--- config.mk ---
export PLATFORM = sky130hd
export DESIGN_NAME = gf2_16_mul_pow_inv
export DESIGN_NICKNAME = d
export VERILOG_FILES = /design/src/design/gf16mpi_pkg.sv /design/src/design/gf16mpi_mul.sv /design/src/design/gf16mpi_seq.sv /design/src/design/gf2_16_mul_pow_inv.sv
export VERILOG_INCLUDE_DIRS = /design/src /design/src/design
export SDC_FILE = /design/constraint.sdc
export NUM_CORES = 1
export LEC_CHECK = 0
export ABC_AREA = 1
export ABC_CLOCK_PERIOD_IN_PS = 6600
export CAP_MARGIN = 0
export CORE_MARGIN = 2
export CORE_UTILIZATION = 45
export CTS_CLUSTER_DIAMETER = 50
export DETAILED_ROUTE_END_ITERATION = 10
export DONT_BUFFER_PORTS = 1
export MAX_ROUTING_LAYER = met4
export PLACE_DENSITY_LB_ADDON = 0.25
export SYNTH_ARGS = -nofsm -noshare
export SYNTH_HDL_FRONTEND = slang
export SYNTH_SLANG_ARGS = --single-unit
--- constraint.sdc ---
create_clock -name clk -period 6.6 [get_ports clk]
set_input_delay 0.66 -clock clk [delete_from_list [all_inputs] [get_ports clk]]
set_output_delay 0.66 -clock clk [all_outputs]
set_load 0.02 [all_outputs]
--- src/design/gf2_16_mul_pow_inv_macros.svh ---
// Assertion macros for the GF(2^16) multiply / power / inverse unit.
// Used by design/gf2_16_mul_pow_inv.sv; define NO_ASSERTIONS to drop them.
`ifndef GF2_16_MUL_POW_INV_MACROS_SVH
`define GF2_16_MUL_POW_INV_MACROS_SVH
`ifndef NO_ASSERTIONS
`define GF16MPI_ASSERT_SAME(lbl, ante, cons) \
    lbl: assert property (@(posedge clk) disable iff (!rst_n) (ante) |-> (cons)) \
        else $error("gf16mpi assertion failed");
`define GF16MPI_ASSERT_NEXT(lbl, ante, cons) \
    lbl: assert property (@(posedge clk) disable iff (!rst_n) (ante) |=> (cons)) \
        else $error("gf16mpi assertion failed");
`else
`define GF16MPI_ASSERT_SAME(lbl, ante, cons)
`define GF16MPI_ASSERT_NEXT(lbl, ante, cons)
`endif
`endif

--- src/design/gf16mpi_pkg.sv ---
// Shared types, constants and microcode ROM for the GF(2^16) unit.
// No dependencies.
package gf16mpi_pkg;

    localparam int unsigned FieldW = 16;
    localparam int unsigned CntW   = 4;

    localparam logic [FieldW-1:0] INV_EXP  = 16'hFFFE;
    localparam logic [FieldW-1:0] FIELD_ONE = 16'h0001;

    typedef logic [FieldW-1:0] elem_t;
    typedef logic [1:0]        pc_t;

    typedef enum logic [1:0] {
        KIND_MUL  = 2'd0,
        KIND_POW  = 2'd1,
        KIND_INV  = 2'd2,
        KIND_NONE = 2'd3
    } kind_t;

    typedef enum logic [1:0] {
        SRC_BASE_EXP,
        SRC_ACC_BASE,
        SRC_BASE_BASE
    } src_t;

    typedef enum logic {
        WACC_NONE,
        WACC_IF_BIT
    } wacc_t;

    typedef enum logic [1:0] {
        JMP_NEXT,
        JMP_LOOP,
        JMP_FINISH
    } jmp_t;

    typedef enum logic {
        RES_PROD,
        RES_ACC
    } res_t;

    typedef struct packed {
        src_t  src;
        wacc_t wacc;
        logic  wr_base;
        logic  shift;
        jmp_t  jmp;
        pc_t   target;
        res_t  res;
    } ctrl_t;

    typedef struct packed {
        logic busy;
        logic fin;
    } seq_stat_t;

    localparam pc_t PC_MUL  = 2'd0;
    localparam pc_t PC_POW  = 2'd1;
    localparam pc_t PC_SQR  = 2'd2;
    localparam pc_t PC_END  = 2'd3;

    function automatic ctrl_t ucode_rom(input pc_t pc);
        ctrl_t w;
        w = '{src: SRC_BASE_EXP, wacc: WACC_NONE, wr_base: 1'b0, shift: 1'b0,
              jmp: JMP_FINISH, target: PC_MUL, res: RES_ACC};
        unique case (pc)
            PC_MUL:
            begin
                w.src = SRC_BASE_EXP;
                w.res = RES_PROD;
                w.jmp = JMP_FINISH;
            end
            PC_POW:
            begin
                w.src  = SRC_ACC_BASE;
                w.wacc = WACC_IF_BIT;
                w.jmp  = JMP_NEXT;
            end
            PC_SQR:
            begin
                w.src     = SRC_BASE_BASE;
                w.wr_base = 1'b1;
                w.shift   = 1'b1;
                w.jmp     = JMP_LOOP;
                w.target  = PC_POW;
                w.res     = RES_ACC;
            end
            PC_END:
            begin
                w.res = RES_ACC;
                w.jmp = JMP_FINISH;
            end
            default:
            begin
                w.jmp = JMP_FINISH;
            end
        endcase
        return w;
    endfunction

endpackage

--- src/design/gf16mpi_mul.sv ---
// Combinational GF(2^16) multiplier, polynomial x^16+x^5+x^3+x+1.
// Depends on gf16mpi_pkg.
module gf16mpi_mul (
    input  gf16mpi_pkg::elem_t x,
    input  gf16mpi_pkg::elem_t y,
    output gf16mpi_pkg::elem_t p
);
    import gf16mpi_pkg::*;

    logic [2*FieldW-2:0] prod;
    logic [14:0]         hi;
    logic [19:0]         fold1;
    logic [3:0]          top;
    logic [8:0]          fold2;

    always_comb
    begin
        prod = '0;
        for (int i = 0; i < FieldW; i++)
        begin
            if (y[i])
                prod = prod ^ ({15'd0, x} << i);
        end
    end

    // x^16 == x^5 + x^3 + x + 1, folded twice
    assign hi    = prod[30:16];
    assign fold1 = {5'd0, hi} ^ {4'd0, hi, 1'b0} ^ {2'd0, hi, 3'b0} ^ {hi, 5'b0};
    assign top   = fold1[19:16];
    assign fold2 = {5'd0, top} ^ {4'd0, top, 1'b0} ^ {2'd0, top, 3'b0} ^ {top, 5'b0};
    assign p     = prod[15:0] ^ fold1[15:0] ^ {7'd0, fold2};

endmodule

--- src/design/gf16mpi_seq.sv ---
// Microcode sequencer: step counter, loop counter, control word from ROM.
// Depends on gf16mpi_pkg.
module gf16mpi_seq (
    input  logic                   clk,
    input  logic                   rst_n,
    input  logic                   start,
    input  gf16mpi_pkg::pc_t       entry,
    input  logic                   hold,
    output gf16mpi_pkg::ctrl_t     ctrl,
    output gf16mpi_pkg::seq_stat_t stat
);
    import gf16mpi_pkg::*;

    pc_t             pc_reg,   pc_next;
    logic [CntW-1:0] cnt_reg,  cnt_next;
    logic            busy_reg, busy_next;
    logic            last;

    assign ctrl      = ucode_rom(pc_reg);
    assign last      = (cnt_reg == {CntW{1'b1}});
    assign stat.busy = busy_reg;
    assign stat.fin  = busy_reg &&
                       ((ctrl.jmp == JMP_FINISH) || ((ctrl.jmp == JMP_LOOP) && last));

    always_comb
    begin
        pc_next   = pc_reg;
        cnt_next  = cnt_reg;
        busy_next = busy_reg;
        if (start)
        begin
            pc_next   = entry;
            cnt_next  = '0;
            busy_next = 1'b1;
        end
        else if (busy_reg && !hold)
        begin
            unique case (ctrl.jmp)
                JMP_NEXT:
                begin
                    pc_next = pc_reg + 2'd1;
                end
                JMP_LOOP:
                begin
                    cnt_next = cnt_reg + 1'b1;
                    if (last)
                        busy_next = 1'b0;
                    else
                        pc_next = ctrl.target;
                end
                JMP_FINISH:
                begin
                    busy_next = 1'b0;
                end
                default:
                begin
                    busy_next = 1'b0;
                end
            endcase
        end
    end

    always_ff @(posedge clk or negedge rst_n)
    begin
        if (!rst_n)
        begin
            pc_reg   <= PC_MUL;
            cnt_reg  <= '0;
            busy_reg <= 1'b0;
        end
        else
        begin
            pc_reg   <= pc_next;
            cnt_reg  <= cnt_next;
            busy_reg <= busy_next;
        end
    end

endmodule

--- src/design/gf2_16_mul_pow_inv.sv ---
// GF(2^16) multiply / power / inverse unit, one request at a time.
// Multiply and the unused kind finish at their entry microcode word; power and inverse loop
// over every exponent bit. A request is accepted only once the previous one has finished.
// Power and inverse run 32 dependent products through the one shared multiplier.
// Async active-low reset clears control; no request and no result pending after reset.
// Depends on gf16mpi_pkg, gf16mpi_seq, gf16mpi_mul, gf2_16_mul_pow_inv_macros.svh.
module gf2_16_mul_pow_inv (
    input  logic        clk,
    input  logic        rst_n,
    input  logic        in_valid,
    output logic        in_stall,
    input  logic [1:0]  kind,
    input  logic [15:0] operand_a,
    input  logic [15:0] operand_b,
    output logic        out_valid,
    input  logic        out_stall,
    output logic [15:0] result
);
    import gf16mpi_pkg::*;

    `include "gf2_16_mul_pow_inv_macros.svh"

    ctrl_t     ctrl;
    seq_stat_t stat;
    pc_t       entry;
    kind_t     kind_in;
    logic      start;
    logic      hold;
    logic      step;

    elem_t acc_reg,  acc_next;
    elem_t base_reg, base_next;
    elem_t exp_reg,  exp_next;
    elem_t res_reg,  res_next;
    logic  out_valid_reg, out_valid_next;
    elem_t mul_x, mul_y, mul_p;

    assign kind_in  = kind_t'(kind);
    assign in_stall = stat.busy;
    assign start    = in_valid && !stat.busy;
    assign hold     = stat.fin && out_valid_reg && out_stall;
    assign step     = stat.busy && !hold;

    always_comb
    begin
        unique case (kind_in)
            KIND_MUL:  entry = PC_MUL;
            KIND_POW:  entry = PC_POW;
            KIND_INV:  entry = PC_POW;
            KIND_NONE: entry = PC_END;
            default:   entry = PC_END;
        endcase
    end

    gf16mpi_seq u_seq (
        .clk   (clk),
        .rst_n (rst_n),
        .start (start),
        .entry (entry),
        .hold  (hold),
        .ctrl  (ctrl),
        .stat  (stat)
    );

    always_comb
    begin
        unique case (ctrl.src)
            SRC_BASE_EXP:
            begin
                mul_x = base_reg;
                mul_y = exp_reg;
            end
            SRC_ACC_BASE:
            begin
                mul_x = acc_reg;
                mul_y = base_reg;
            end
            SRC_BASE_BASE:
            begin
                mul_x = base_reg;
                mul_y = base_reg;
            end
            default:
            begin
                mul_x = base_reg;
                mul_y = base_reg;
            end
        endcase
    end

    gf16mpi_mul u_mul (
        .x (mul_x),
        .y (mul_y),
        .p (mul_p)
    );

    always_comb
    begin
        acc_next       = acc_reg;
        base_next      = base_reg;
        exp_next       = exp_reg;
        res_next       = res_reg;
        out_valid_next = out_valid_reg;
        if (out_valid_reg && !out_stall)
            out_valid_next = 1'b0;
        if (start)
        begin
            base_next = operand_a;
            exp_next  = (kind_in == KIND_INV) ? INV_EXP : operand_b;
            acc_next  = (kind_in == KIND_NONE) ? '0 : FIELD_ONE;
        end
        else if (step)
        begin
            if ((ctrl.wacc == WACC_IF_BIT) && exp_reg[0])
                acc_next = mul_p;
            if (ctrl.wr_base)
                base_next = mul_p;
            if (ctrl.shift)
                exp_next = {1'b0, exp_reg[FieldW-1:1]};
            if (stat.fin)
            begin
                res_next       = (ctrl.res == RES_PROD) ? mul_p : acc_reg;
                out_valid_next = 1'b1;
            end
        end
    end

    always_ff @(posedge clk)
    begin
        acc_reg  <= acc_next;
        base_reg <= base_next;
        exp_reg  <= exp_next;
        res_reg  <= res_next;
    end

    always_ff @(posedge clk or negedge rst_n)
    begin
        if (!rst_n)
            out_valid_reg <= 1'b0;
        else
            out_valid_reg <= out_valid_next;
    end

    assign out_valid = out_valid_reg;
    assign result    = res_reg;

    `GF16MPI_ASSERT_NEXT(a_accept_busy, in_valid && !in_stall, in_stall)
    `GF16MPI_ASSERT_NEXT(a_finish_valid, step && stat.fin, out_valid)
    `GF16MPI_ASSERT_NEXT(a_hold_keeps_busy, hold, in_stall)
    `GF16MPI_ASSERT_SAME(a_no_overwrite, stat.fin && step, !out_valid || !out_stall)

endmodule

After elaboration in Yosys (flattened, before gate mapping)
Index checks and enable logic that the tools add are counted.
{"block": "word_totals", "reg_bits": 72, "input_bits": 38, "output_inout_bits": 18, "word_cells": 129}
{"block": "classes", "add_sub_neg": 2, "eq_ne": 13, "muxes": 51, "n_bitwise": 24, "reduce_logical": 31}
{"operator": "31-bit 2-to-1 mux", "n": 15}
{"operator": "16-bit 2-to-1 mux", "n": 14}
{"operator": "31-bit by 17-bit bitwise XOR with 31-bit output", "n": 1}
{"operator": "31-bit by 18-bit bitwise XOR with 31-bit output", "n": 1}
{"operator": "31-bit by 19-bit bitwise XOR with 31-bit output", "n": 1}
{"operator": "31-bit by 20-bit bitwise XOR with 31-bit output", "n": 1}
{"operator": "31-bit by 21-bit bitwise XOR with 31-bit output", "n": 1}
{"operator": "31-bit by 22-bit bitwise XOR with 31-bit output", "n": 1}
{"operator": "31-bit by 23-bit bitwise XOR with 31-bit output", "n": 1}
{"operator": "31-bit by 24-bit bitwise XOR with 31-bit output", "n": 1}
{"operator": "31-bit by 25-bit bitwise XOR with 31-bit output", "n": 1}
{"operator": "31-bit by 26-bit bitwise XOR with 31-bit output", "n": 1}
{"operator": "31-bit by 27-bit bitwise XOR with 31-bit output", "n": 1}
{"operator": "31-bit by 28-bit bitwise XOR with 31-bit output", "n": 1}
{"operator": "31-bit by 29-bit bitwise XOR with 31-bit output", "n": 1}
{"operator": "31-bit by 30-bit bitwise XOR with 31-bit output", "n": 1}
{"operator": "31-bit bitwise XOR", "n": 1}
{"operator": "20-bit by 18-bit bitwise XOR with 20-bit output", "n": 1}
{"operator": "20-bit bitwise XOR", "n": 1}
{"operator": "15-bit by 16-bit bitwise XOR with 16-bit output", "n": 1}
{"operator": "16-bit bitwise XOR", "n": 1}
{"operator": "16-bit by 9-bit bitwise XOR with 16-bit output", "n": 1}
{"operator": "4-bit 2-to-1 mux", "n": 3}
{"operator": "2-bit one-hot mux with 3 select lines", "n": 2}
{"operator": "25 further kinds", "n": 67}

Depth between registers and ports, before layout
Gate-level depths: netlist of the first run.
{"block": "depth", "ltp_word": 45, "depth_mapped": 29, "ltp_nobuf": 28}

By module
Synthesis of the first run repeated with hierarchy kept, for this count alone.
{"block": "hier_totals", "hier_cells": 1520, "hier_area_um2": 9502.9}
{"module": "gf16mpi_mul", "instances": 1, "cells_per_inst": 1061, "area_per_inst_um2": 5594.1, "seq_area_each_um2": 0.0}
{"module": "gf2_16_mul_pow_inv", "instances": 1, "cells_per_inst": 380, "area_per_inst_um2": 3320.7, "seq_area_each_um2": 1946.9}
{"module": "gf16mpi_seq", "instances": 1, "cells_per_inst": 79, "area_per_inst_um2": 588.1, "seq_area_each_um2": 175.2}

Worst setup path before layout of the first run
OpenSTA, ideal clock, no wires.
{"block": "synth_timing", "path_type": "flip-flop to flip-flop", "startpoint": "register u_seq.pc_reg[0]", "endpoint": "register base_reg[4], data pin", "setup_time_ns": 0.254, "t_arrival_ns": 2.650, "required_ns": 6.346, "setup_slack_ns": 3.696, "path_stages_with_launch": 20, "n_path_buf": 2, "synth_period_minus_slack_ns": 2.904, "path_cell_list": "dfrtp_1 inv_1 ha_1 buf_6 buf_4 o21ai_0 nor2_1 nand2_1 nand3b_1 nand2_1 xor2_1 nand2_1 nand2_1 xor2_1 xor2_1 inv_1 nand2_1 nand2_1 nand2_1 nand2_1"}
{"block": "synth_via", "elab_chain_len": 41, "word_cells_on_any_way": 49, "cone_classes": "eq/ne (3); mux (22); bitwise (23); reduce/logical (1)"}
{"item": "start, declared", "line": "gf16mpi_seq.sv:14", "source": "pc_t pc_reg, pc_next;"}
{"item": "start signal, assigned", "line": "gf16mpi_seq.sv:73", "source": "pc_reg <= pc_next;"}
{"item": "2-bit == test or 2-bit by 1-bit == test with 1-bit output (tied branches)", "line": "gf16mpi_pkg.sv:67", "source": "unique case (pc)"}
{"item": "2-bit one-hot mux with 2 select lines (*)", "line": "gf16mpi_pkg.sv:67"}
{"item": "2-bit zero test", "line": "gf2_16_mul_pow_inv.sv:67", "source": "unique case (ctrl.src)"}
{"item": "16-bit 2-to-1 mux", "line": "gf2_16_mul_pow_inv.sv:67"}
{"item": "31-bit 2-to-1 mux", "line": "gf16mpi_mul.sv:21", "source": "if (y[i])"}
{"item": "31-bit by 18-bit bitwise XOR with 31-bit output", "line": "gf16mpi_mul.sv:22", "source": "prod = prod ^ ({15'd0, x} << i);"}
{"item": "31-bit 2-to-1 mux", "line": "gf16mpi_mul.sv:21"}
{"item": "31-bit by 19-bit bitwise XOR with 31-bit output", "line": "gf16mpi_mul.sv:22"}
{"item": "[... 26 more ...]"}
{"item": "20-bit by 18-bit bitwise XOR with 20-bit output (tied with other cells)", "line": "gf16mpi_mul.sv:28", "source": "assign fold1 = {5'd0, hi} ^ {4'd0, hi, 1'b0} ^ {2'd0, hi, 3'b0} ^ {hi, 5'b0};"}
{"item": "20-bit bitwise XOR or 9-bit by 7-bit bitwise XOR with 9-bit output (tied branches)", "line": "gf16mpi_mul.sv:28, gf16mpi_mul.sv:30"}
{"item": "16-bit bitwise XOR or 9-bit bitwise XOR (tied branches)", "line": "gf16mpi_mul.sv:31, gf16mpi_mul.sv:30"}
{"item": "16-bit by 9-bit bitwise XOR with 16-bit output (*)", "line": "gf16mpi_mul.sv:31", "source": "assign p = prod[15:0] ^ fold1[15:0] ^ {7'd0, fold2};"}
{"item": "16-bit 2-to-1 mux (*)", "line": "gf2_16_mul_pow_inv.sv:116", "source": "if (ctrl.wr_base)"}
{"item": "16-bit 2-to-1 mux (*)", "line": "gf2_16_mul_pow_inv.sv:112", "source": "else if (step)"}
{"item": "16-bit 2-to-1 mux (*)", "line": "gf2_16_mul_pow_inv.sv:106", "source": "if (start)"}
{"item": "via base_next[4]", "line": "gf2_16_mul_pow_inv.sv:32", "source": "elem_t base_reg, base_next;"}
{"item": "end signal, assigned", "line": "gf2_16_mul_pow_inv.sv:131", "source": "base_reg <= base_next;"}
{"item": "end, declared", "line": "gf2_16_mul_pow_inv.sv:32"}
The timed path passes the listed nets; every way through them passes the cells marked *. The select of a mux whose other input is x is not followed.
A chain may end at the register's enable or synchronous reset.

Worst setup path in the final report of the first run
{"block": "layout_timing", "startpoint": "register u_seq.pc_reg[0]", "endpoint": "register res_reg[9], in the netlist result[9], data pin"}
{"block": "layout_via", "elab_chain_len": 39, "word_cells_on_any_way": 45, "cone_classes": "eq/ne (3); mux (20); bitwise (20); reduce/logical (2)"}
{"item": "2-bit == test or 2-bit by 1-bit == test with 1-bit output (tied branches)", "line": "gf16mpi_pkg.sv:67"}
{"item": "2-bit one-hot mux with 2 select lines", "line": "gf16mpi_pkg.sv:67"}
{"item": "2-bit zero test", "line": "gf2_16_mul_pow_inv.sv:67"}
{"item": "16-bit 2-to-1 mux", "line": "gf2_16_mul_pow_inv.sv:67"}
{"item": "31-bit 2-to-1 mux", "line": "gf16mpi_mul.sv:21"}
{"item": "31-bit by 18-bit bitwise XOR with 31-bit output", "line": "gf16mpi_mul.sv:22"}
{"item": "31-bit 2-to-1 mux", "line": "gf16mpi_mul.sv:21"}
{"item": "31-bit by 19-bit bitwise XOR with 31-bit output", "line": "gf16mpi_mul.sv:22"}
{"item": "[... 23 more ...]"}
{"item": "31-bit bitwise XOR", "line": "gf16mpi_mul.sv:22"}
{"item": "31-bit 2-to-1 mux", "line": "gf16mpi_mul.sv:21"}
{"item": "15-bit by 16-bit bitwise XOR with 16-bit output", "line": "gf16mpi_mul.sv:28"}
{"item": "20-bit by 18-bit bitwise XOR with 20-bit output", "line": "gf16mpi_mul.sv:28"}
{"item": "20-bit bitwise XOR", "line": "gf16mpi_mul.sv:28"}
{"item": "16-bit bitwise XOR", "line": "gf16mpi_mul.sv:31"}
{"item": "16-bit by 9-bit bitwise XOR with 16-bit output", "line": "gf16mpi_mul.sv:31"}
{"item": "16-bit 2-to-1 mux (*)", "line": "gf2_16_mul_pow_inv.sv:122", "source": "res_next = (ctrl.res == RES_PROD) ? mul_p : acc_reg;"}
{"item": "end signal, assigned", "line": "gf2_16_mul_pow_inv.sv:133", "source": "res_reg <= res_next;"}
{"item": "end, declared", "line": "gf2_16_mul_pow_inv.sv:34", "source": "elem_t res_reg, res_next;"}
Every way passes the cells marked *; elsewhere a longest branch is shown, timed or not.

==> results.ini, run 1 <==
[run_status]
status = complete, no violations

[die]
start_util = 0.4555
io_pins = 56
coreArea_um2 = 19270
num_rows = 51
fp.dieH_um = 143.7
die-area_um2 = 20640
die_w_um = 143.7

[clock_tree]
cts.clk_slew.worst_paths_ns = 0.06
worstSkewPairLatency_ns = 0.34
cts_tree = yes
post_cts_resized = 0
cts_buffer_depth = 2
cts-root-buf = clkbuf_16
cts_inserted_buffers = 9
cts_max_level = 3
clkSinkCount = 72

[final_layout]
layout.nets = 1455
drive_gt1_frac = 0.05081
synthToLayoutAreaGrowth_pct = 4.447
multi_input_area_um2 = 5733
n_fill_cell = 2042
seqCellArea_um2 = 2122
num_antenna_cells = 0

[yosys]
yosys_register_bits = 72
syn_inst = 1442
async_flop_share = 0.1111
synth_top_area_cell = nand2_1
ys_seq_area_frac = 0.2417
synth_flop_cell = edfxtp_1
synth_top_area_frac = 0.2882
yosys-top-cells-area = nand2_1, edfxtp_1, xnor2_1
syn_avg_cell_area_um2 = 6.088
syn_nets = 1485
yosysWarnings = 0
synth_edf_count = 64
netlist_area_um2 = 8778
synth.distinct_cells = 38

[setup_path]
crit_top_cell = nand2_1
ff2ff_path_depth = 19
cp.required_ns = 6.63
critPathLaunchType = flip-flop
timing.rr.start = u_seq.pc_reg[0]
cp_slowest_cell = o21ai_1
reg2reg_to = result[9]
cp_cell_sequence = inv_1, ha_1, buf_4, o21ai_1, nand2_1, nand2_1, inv_1, o21ai_0, nand3_1, nand2_1, inv_1, nand2_1, nand2_1, xnor2_1, nand3_1, nand2_1, nand2_1, nand3_1, o21ai_0
end_kind = flip-flop
ff2ff_setup_slack_ns = 1.91
path_max_fanout = 30
worstPathArrival_ns = 4.73
critical_path_class = flip-flop to flip-flop
cpPeakStageDelay_ns = 1.15

[routing]
drt-pass1-iter-count = 8
ant_nets = 0
num_vias = 8942
drc = 0
wl_um = 30620
via_per_inst = 5.316
drt_iter0_drc = 943
detail_route.wl_per_cell_um = 18.20

[sta]
rsz0062_at_grt = no
max_freq_mhz = 213.2
min_period_ns = 4.690
fin_crit_sh = 0.7107
slew_headroom = 0.02778
setup-tns-final_ns = 0
report.final.hold_viol_count = 0
worst_slew_pin_slew_ns = 1.449
maxSlewViolCount = 0
setup_viol = 0
skew_ns = 0.007718

[grt]
grt.total_usage = 0.3079
grt_pass1_wl_um = 45800
grt_max_degree = 53
antenna_found_initial = 0
grt-ovfl-total = 0
first_global_vias = 8134

[job]
drv_cap = 0

[min_path]
min_path_type = input pin to async pin

[placement]
port_buffers = 0
hpwl_um = 22480
place.gp.congestion = 1.007

[critical path: cells and delay by family, from the launching register on]
family / cells / cell delay, ns
flip-flops: 1 / 0.39
AO/OA/AOI/OAI: 3 / 1.50
XOR/XNOR: 1 / 0.30
adder cells (fa/ha/maj): 1 / 0.51
AND/OR/NAND/NOR: 10 / 1.12
buffers and inverters: 4 / 0.53
[cell usage in the layout, fill, tap and decap left out, types with 8 or more instances in the layout]
master     instances
or2_1              8
nand2_1          674
edfxtp_1          64
nand3_1           81
inv_1            149
o21ai_1           17
dfrtp_1            8
buf_4             11
nor2_1           102
nand4_1            8
nand3b_1          11
nand2_2           13
clkbuf_16          9
xor2_1            78
xnor2_1           81
o21ai_2           14
o21ai_0           47
[cells by family (layout without fill, tap and decap cells)]
family	after synthesis	count (layout)	synth area share
AO/OA/AOI/OAI	85	85	0.05716
XOR/XNOR	168	168	0.1766
adder cells (fa/ha/maj)	5	5	0.007127
buffers and inverters	209	184	0.1052
flip-flops	72	72	0.2417
AND/OR/NAND/NOR	903	903	0.4122
[through the flow]
stage	hold WS [ns]	cells	setup slack (ns)	utilization	cell area, um^2
finish	0.01249	1682	1.910	0.4758	9169
global route	0.0002603	1682	1.602	0.4758	9169
CTS	0.003179	1681	2.079	0.4753	9159
detailed placement	0.3646	1665	2.096	0.4596	8857
global placement	0.3646	1665	2.154	0.4596	8857
floorplan	0.3644	1442	3.696	-	8778
[Yosys cell counts (2+ instances only)]
library cell and n:
o21ai_0 49, nand2_1 674, xor2_1 78, nand4_1 8, o21ai_2 14, buf_2 22
xor2_2 2, a21oi_1 2, o21ai_1 15, nand3_1 81, ha_1 5, nand2_2 13
xnor2_1 81, clkbuf_1 11, nor2_1 102, or2_1 8, nand3b_1 11, inv_2 5
dfrtp_1 8, inv_1 149, nand2b_1 2, buf_6 10, edfxtp_1 64, xnor2_2 6
buf_4 9
[layer usage]
metal  track usage  up-vias  wire [um]
met5             -        -          0
met4        0.1553        0       1637
met3       0.04099      101       2503
met2        0.4815      461      13860
met1        0.3918     4018      12620
li1              -     4362          -
[layout make-up]
class / count / area share
well taps: 265 / 0.03616
inverters: 156 / 0.06414
multi-input cells: 1161 / 0.6253
repair buffers: 12 / 0.01010
clock inverters: 7 / 0.008324
clock buffers: 9 / 0.02456
flip-flops and latches: 72 / 0.2314
[worst max-delay path by stage]
stage                    startpoint           to
global placement    u_seq.pc_reg[0]   result[15]
global route        u_seq.pc_reg[0]    result[9]
detailed placement  u_seq.pc_reg[0]    result[9]
CTS                 u_seq.pc_reg[0]    result[9]
floorplan           u_seq.pc_reg[0]  base_reg[4]
finish              u_seq.pc_reg[0]    result[9]
[repair_timing]
item                      in CTS  in global routing
buffers inserted               0                  0
hold buffers                   0                  1
hold endpoints to repair       0                  4
Power of run 1 is left out: the tool's default activity adds up to more than one toggle a clock period on the data nets, which glitch-free logic cannot reach.
==> inputs of run 2 (changes only) <==
Settings changed: ABC_CLOCK_PERIOD_IN_PS 6600 to 3800.
Clock period 6.6 ns to 3.8 ns, I/O delays scaled along.
==> run 2 against run 1 <==
  * Flip-flop and latch count unchanged
  * Design area up 6.9%
  * Die area unchanged
  * Sequential share of layout area down 1.5 points
  * Clock skew about the same
  * Critical path depth up 4
  * Core utilization up 3.3 points
==> results.ini, run 2 (synthesis results as in run 1) <==
[run_status]
status = complete, no violations  ; unchanged

[final_layout]
final_common_cell = nand2_1  ; unchanged
num_antenna_cells = 0  ; unchanged
multi_input_area_um2 = 5808  ; was 5733 um^2
synthToLayoutAreaGrowth_pct = 11.64  ; was 4.447%
layout.nets = 1510  ; was 1455
drive_gt1_frac = 0.09511  ; was 0.05081
n_fill_cell = 2057  ; was 2042
seqCellArea_um2 = 2122  ; unchanged
fin_cells = 1737  ; was 1682
final_cell_mix = nand2_1, inv_1, nor2_1  ; unchanged

[clock_tree]
cts_tree = yes  ; unchanged
clkSinkCount = 72  ; unchanged
cts_inserted_buffers = 9  ; unchanged
cts_buffer_depth = 2  ; unchanged
worstSkewPairLatency_ns = 0.34  ; about the same
cts_max_level = 3  ; unchanged
cts-root-buf = clkbuf_16  ; unchanged
cts.clk_slew.worst_paths_ns = 0.06  ; about the same

[routing]
via_per_inst = 5.233  ; was 5.316
wl_um = 32300  ; was 30620 um
drc = 0  ; unchanged
num_vias = 9090  ; was 8942
detail_route.wl_per_cell_um = 18.60  ; was 18.20 um
drt_iter0_drc = 993  ; was 943
drt-pass1-iter-count = 5  ; was 8
ant_nets = 0  ; unchanged

[sta]
skew_ns = 0.007639  ; was 0.007718 ns
slew_headroom = 0.5105  ; was 0.02778
worst_slew_pin_slew_ns = 0.7334  ; was 1.449 ns
setup_viol = 0  ; unchanged
max_freq_mhz = 275.0  ; was 213.2 MHz
min_period_ns = 3.637  ; was 4.690 ns
maxSlewViolCount = 0  ; unchanged
fin_crit_sh = 0.9571  ; was 0.7107
finalWorstSetupSlack_ns = 0.1631  ; was 1.910 ns
setup-tns-final_ns = 0  ; unchanged
report.final.hold_viol_count = 0  ; unchanged

[setup_path]
path_max_fanout = 47  ; was 30
cp.required_ns = 3.89  ; was 6.63 ns
critPathLaunchType = flip-flop  ; unchanged
ff2ff_setup_slack_ns = 0.16  ; was 1.91 ns
ff2ff_path_depth = 23  ; was 19
timing.rr.start = u_seq.pc_reg[0]  ; unchanged
critical_path_class = flip-flop to flip-flop  ; unchanged
reg2reg_to = base_reg[5]  ; was result[9]
end_kind = flip-flop  ; unchanged
worstPathArrival_ns = 3.73  ; was 4.73 ns

[grt]
first_global_vias = 8271  ; was 8134
grt-ovfl-total = 0  ; unchanged
grt_max_degree = 53  ; unchanged
antenna_found_initial = 0  ; unchanged
grt_pass1_wl_um = 47780  ; was 45800 um
grt.total_usage = 0.3238  ; was 0.3079

[placement]
placedCellCount = 1720  ; was 1665
place.gp.congestion = 0.9847  ; was 1.007
port_buffers = 0  ; unchanged
preCtsSetupSlack_ns = 0.1133  ; was 2.096 ns
hpwl_um = 24980  ; was 22480 um

[die]
die-area_um2 = 20640  ; unchanged
die_w_um = 143.7  ; unchanged
num_rows = 51  ; unchanged
io_pins = 56  ; unchanged
fp.dieH_um = 143.7  ; unchanged
coreArea_um2 = 19270  ; unchanged
start_util = 0.4555  ; unchanged

[min_path]
hold_start = out_stall
whs_path_depth = 2
min_path_type = input pin to flip-flop  ; was input pin to async pin
min_to = out_valid

[job]
drv_cap = 0  ; unchanged

-- run 2: cell count changes in the layout (fill, tap and decap cells not counted), sizes merged --
| cell | previous run | this run |
|---|---|---|
| buf | 11 | 66 |
| clkinvlp | 2 | 0 |
| bufinv | 1 | 2 |
| clkinv | 2 | 3 |
-- run 2: through the flow --
step	utilization	hold WS, ns	instance area (um^2)
floorplan	-	0.08441	8778
global placement	0.4862	0.08463	9370
detailed placement	0.4862	0.08465	9370
CTS	0.5038	0.1822	9708
global route	0.5086	0.2224	9801
finish	0.5086	0.1874	9801
-- run 2: critical path, cell delays in order (launching register included) --
cell and delay (ns):
dfrtp_1 0.40, inv_1 0.10, ha_1 0.34, buf_12 0.20, o21ai_2 0.58, nand2_1 0.17, nand2_1 0.10, nand2_1 0.05
nand2_1 0.09, nand2_1 0.07, nand2_1 0.09, inv_1 0.04, nor2_1 0.08, nand2_1 0.08, nand2_1 0.06, nand2_1 0.08
nand3_1 0.09, nand3_1 0.09, nand2_2 0.23, inv_1 0.09, nand2_1 0.07, nand2_1 0.10, nand2_1 0.11, nand2_1 0.06
-- run 2: per-layer routing --
metal	wire length, um	vias to the layer above	global-route usage
li1	-	4461	-
met1	13540	4161	0.4156
met2	15050	393	0.5206
met3	2283	75	0.03865
met4	1426	0	0.1326
met5	0	-	-
-- run 2: final cells by class --
type | instances | area share
multi-input combinational | 1161 | 0.5926
sequential | 72 | 0.2165
timing repair buffer | 67 | 0.06332
inverter | 156 | 0.06026
tap | 265 | 0.03383
clock buffer | 9 | 0.02298
clock inverter | 7 | 0.01047
-- run 2: repair_timing --
action	in CTS	in global routing
gates resized for setup	0	22
setup buffers	0	0
hold buffers	1	0
endpoints found under the hold margin	8	0
endpoints found under the setup margin	0	44
-- run 2: worst max path at each step --
| stage | startpoint | to | slack (ns) |
|---|---|---|---|
| after global placement | u_seq.pc_reg[0] | base_reg[8] | 0.19 |
| after floorplan | u_seq.pc_reg[0] | base_reg[4] | 0.90 |
| after CTS | u_seq.pc_reg[1] | base_reg[5] | 0.07 |
| final | u_seq.pc_reg[0] | base_reg[5] | 0.16 |
| after global routing | u_seq.pc_reg[0] | base_reg[5] | -0.02 |
| after detailed placement | u_seq.pc_reg[0] | result[14] | 0.11 |
Power of run 2 is left out for the same reason.
==> inputs of run 3 (changes only) <==
Settings changed: CORE_MARGIN 2 to default, GPL_TIMING_DRIVEN from default to 1, RECOVER_POWER from default to 100.
==> run 3 against run 2 <==
  * Clock skew grew 0.0020 ns
  * Via count is 1.3% lower
  * Die area fell by 2.8%
  * Setup slack better by 0.014 ns
  * Routed wire length shrank 1.9%
  * Design area rose by 0.34%
  * Non-clock buffer count is 16 higher
  * Critical endpoint is now base_reg[7]
==> results.ini, run 3 (synthesis results as in run 1) <==
[run_status]
status = complete, no violations  ; unchanged

[placement]
hpwl_um = 24840  ; was 24980 um
placedCellCount = 1731  ; was 1720
port_buffers = 0  ; unchanged
place.gp.congestion = 1.031  ; was 0.9847

[die]
fp.dieH_um = 141.7  ; was 143.7 um
die_w_um = 141.7  ; was 143.7 um
die-area_um2 = 20070  ; was 20640 um^2
io_pins = 56  ; unchanged
start_util = 0.4646  ; was 0.4555
coreArea_um2 = 18890  ; was 19270 um^2
num_rows = 50  ; was 51

[grt]
grt.total_usage = 0.3345  ; was 0.3238
grt_max_degree = 53  ; unchanged
antenna_found_initial = 0  ; unchanged
first_global_vias = 8326  ; was 8271
grt_pass1_wl_um = 47980  ; was 47780 um
grt-ovfl-total = 0  ; unchanged

[setup_path]
ff2ff_path_depth = 17  ; was 23
reg2reg_to = base_reg[7]  ; was base_reg[5]
cpPeakStageDelay_ns = 0.40  ; was 0.58 ns
path_buf_inv = 4  ; unchanged
critPathLaunchType = flip-flop  ; unchanged
cp_slowest_cell = dfrtp_1  ; was o21ai_2
path_max_fanout = 47  ; unchanged
cp.required_ns = 3.88  ; was 3.89 ns
crit_top_cell = nand2_1  ; unchanged
worstPathArrival_ns = 3.70  ; was 3.73 ns
crit_start = u_seq.pc_reg[0]  ; unchanged
crit_family = simple AND/OR/NAND/NOR gates  ; unchanged
endpoint = base_reg[7]  ; was base_reg[5]
critical_path_class = flip-flop to flip-flop  ; unchanged
cp_cell_sequence = inv_1, ha_1, buf_12, o21ai_2, buf_4, buf_4, nand2_2, xnor2_4, xnor2_1, or2_1, a21o_1, nand2_1, nand3_1, nand2_1, nand2_1, nand3_1, nand2_1  ; was inv_1, ha_1, buf_12, o21ai_2, nand2_1, nand2_1, nand2_1, nand2_1, nand2_1, nand2_1, inv_1, nor2_1, nand2_1, nand2_1, nand2_1, nand3_1, nand3_1, nand2_2, inv_1, nand2_1, nand2_1, nand2_1, nand2_1
end_kind = flip-flop  ; unchanged
timing.rr.start = u_seq.pc_reg[0]  ; unchanged
crit_cells = 17  ; was 23
ff2ff_setup_slack_ns = 0.18  ; was 0.16 ns

[clock_tree]
cts_buffer_depth = 2  ; unchanged
clkSinkCount = 72  ; unchanged
cts.clk_slew.worst_paths_ns = 0.06  ; about the same
cts-root-buf = clkbuf_16  ; unchanged
cts_tree = yes  ; unchanged
worstSkewPairLatency_ns = 0.34  ; about the same
cts_max_level = 3  ; unchanged
cts_inserted_buffers = 9  ; unchanged

[routing]
drc = 0  ; unchanged
detail_route.wl_per_cell_um = 18.12  ; was 18.60 um
drt-pass1-iter-count = 5  ; unchanged
drt_iter0_drc = 926  ; was 993
ant_nets = 0  ; unchanged
wl_um = 31680  ; was 32300 um
num_vias = 8972  ; was 9090
via_per_inst = 5.133  ; was 5.233

[final_layout]
final_cell_mix = nand2_1, inv_1, nor2_1  ; unchanged
n_fill_cell = 1976  ; was 2057
final_common_cell = nand2_1  ; unchanged
num_antenna_cells = 0  ; unchanged
synthToLayoutAreaGrowth_pct = 12.03  ; was 11.64%
fin_cells = 1748  ; was 1737
layout.nets = 1526  ; was 1510
drive_gt1_frac = 0.1022  ; was 0.09511

[job]
drv_cap = 0  ; unchanged

[sta]
worst_slew_pin_slew_ns = 0.7742  ; was 0.7334 ns
maxSlewViolCount = 0  ; unchanged
skew_ns = 0.009677  ; was 0.007639 ns
setup_viol = 0  ; unchanged
max_freq_mhz = 276.0  ; was 275.0 MHz
min_period_ns = 3.623  ; was 3.637 ns
hold_slack_ns = 0.1860  ; was 0.1874 ns
report.final.hold_viol_count = 0  ; unchanged
fin_crit_sh = 0.9534  ; was 0.9571
slew_headroom = 0.4839  ; was 0.5105

[min_path]
min_path_type = input pin to flip-flop  ; unchanged

## run 3: cell count changes in the layout (fill, tap and decap cells not counted), sizes merged
cell      change
buf          +16
bufinv        -1
clkinvlp      +1
## run 3: layout make-up
type	count	area [um^2]	area share
flip-flops and latches	72	2122	0.2158
multi-input cells	1161	5801	0.5898
inverters	156	588.1	0.05980
well taps	260	325.3	0.03308
repair buffers	83	695.7	0.07074
clock inverters	7	77.57	0.007888
clock buffers	9	225.2	0.02290
## run 3: how the worst min path moves through the flow
stage               from               to  slack, ns  cells after the start
4_1_cts        out_stall        out_valid       0.18                      2
3_3_place_gp       rst_n  u_seq.pc_reg[1]       0.08                      0
5_1_grt        out_stall        out_valid       0.21                      2
2_1_floorplan      rst_n        out_valid       0.08                      0
3_5_place_dp       rst_n  u_seq.pc_reg[1]       0.08                      0
6_report       out_stall        out_valid       0.19                      2
## run 3: metal layers
metal	part of all wire	vias to the layer above	track usage
met4	0.041	0	0.1404
li1	-	4495	-
met2	0.46	373	0.5318
met3	0.079	73	0.04624
met5	0	-	-
met1	0.42	4031	0.4272
## run 3: what timing repair did
| item | CTS | global route |
|---|---|---|
| hold buffers | 1 | 0 |
| endpoints found under the setup margin | 0 | 28 |
| buffers inserted | 0 | 0 |
| hold endpoints to repair | 8 | 0 |
| gates resized for setup | 0 | 16 |
## run 3: stage by stage
| step | area [um^2] | setup slack (ns) | TNS (ns) | util |
|---|---|---|---|---|
| after floorplan | 8778 | 0.8956 | 0 | - |
| after global placement | 9447 | 0.1564 | 0 | 0.5000 |
| after detailed placement | 9447 | 0.1378 | 0 | 0.5000 |
| after CTS | 9759 | 0.1414 | 0 | 0.5166 |
| after global routing | 9834 | -0.01647 | -0.02560 | 0.5205 |
| final | 9834 | 0.1769 | 0 | 0.5205 |
Power of run 3 is left out for the same reason.
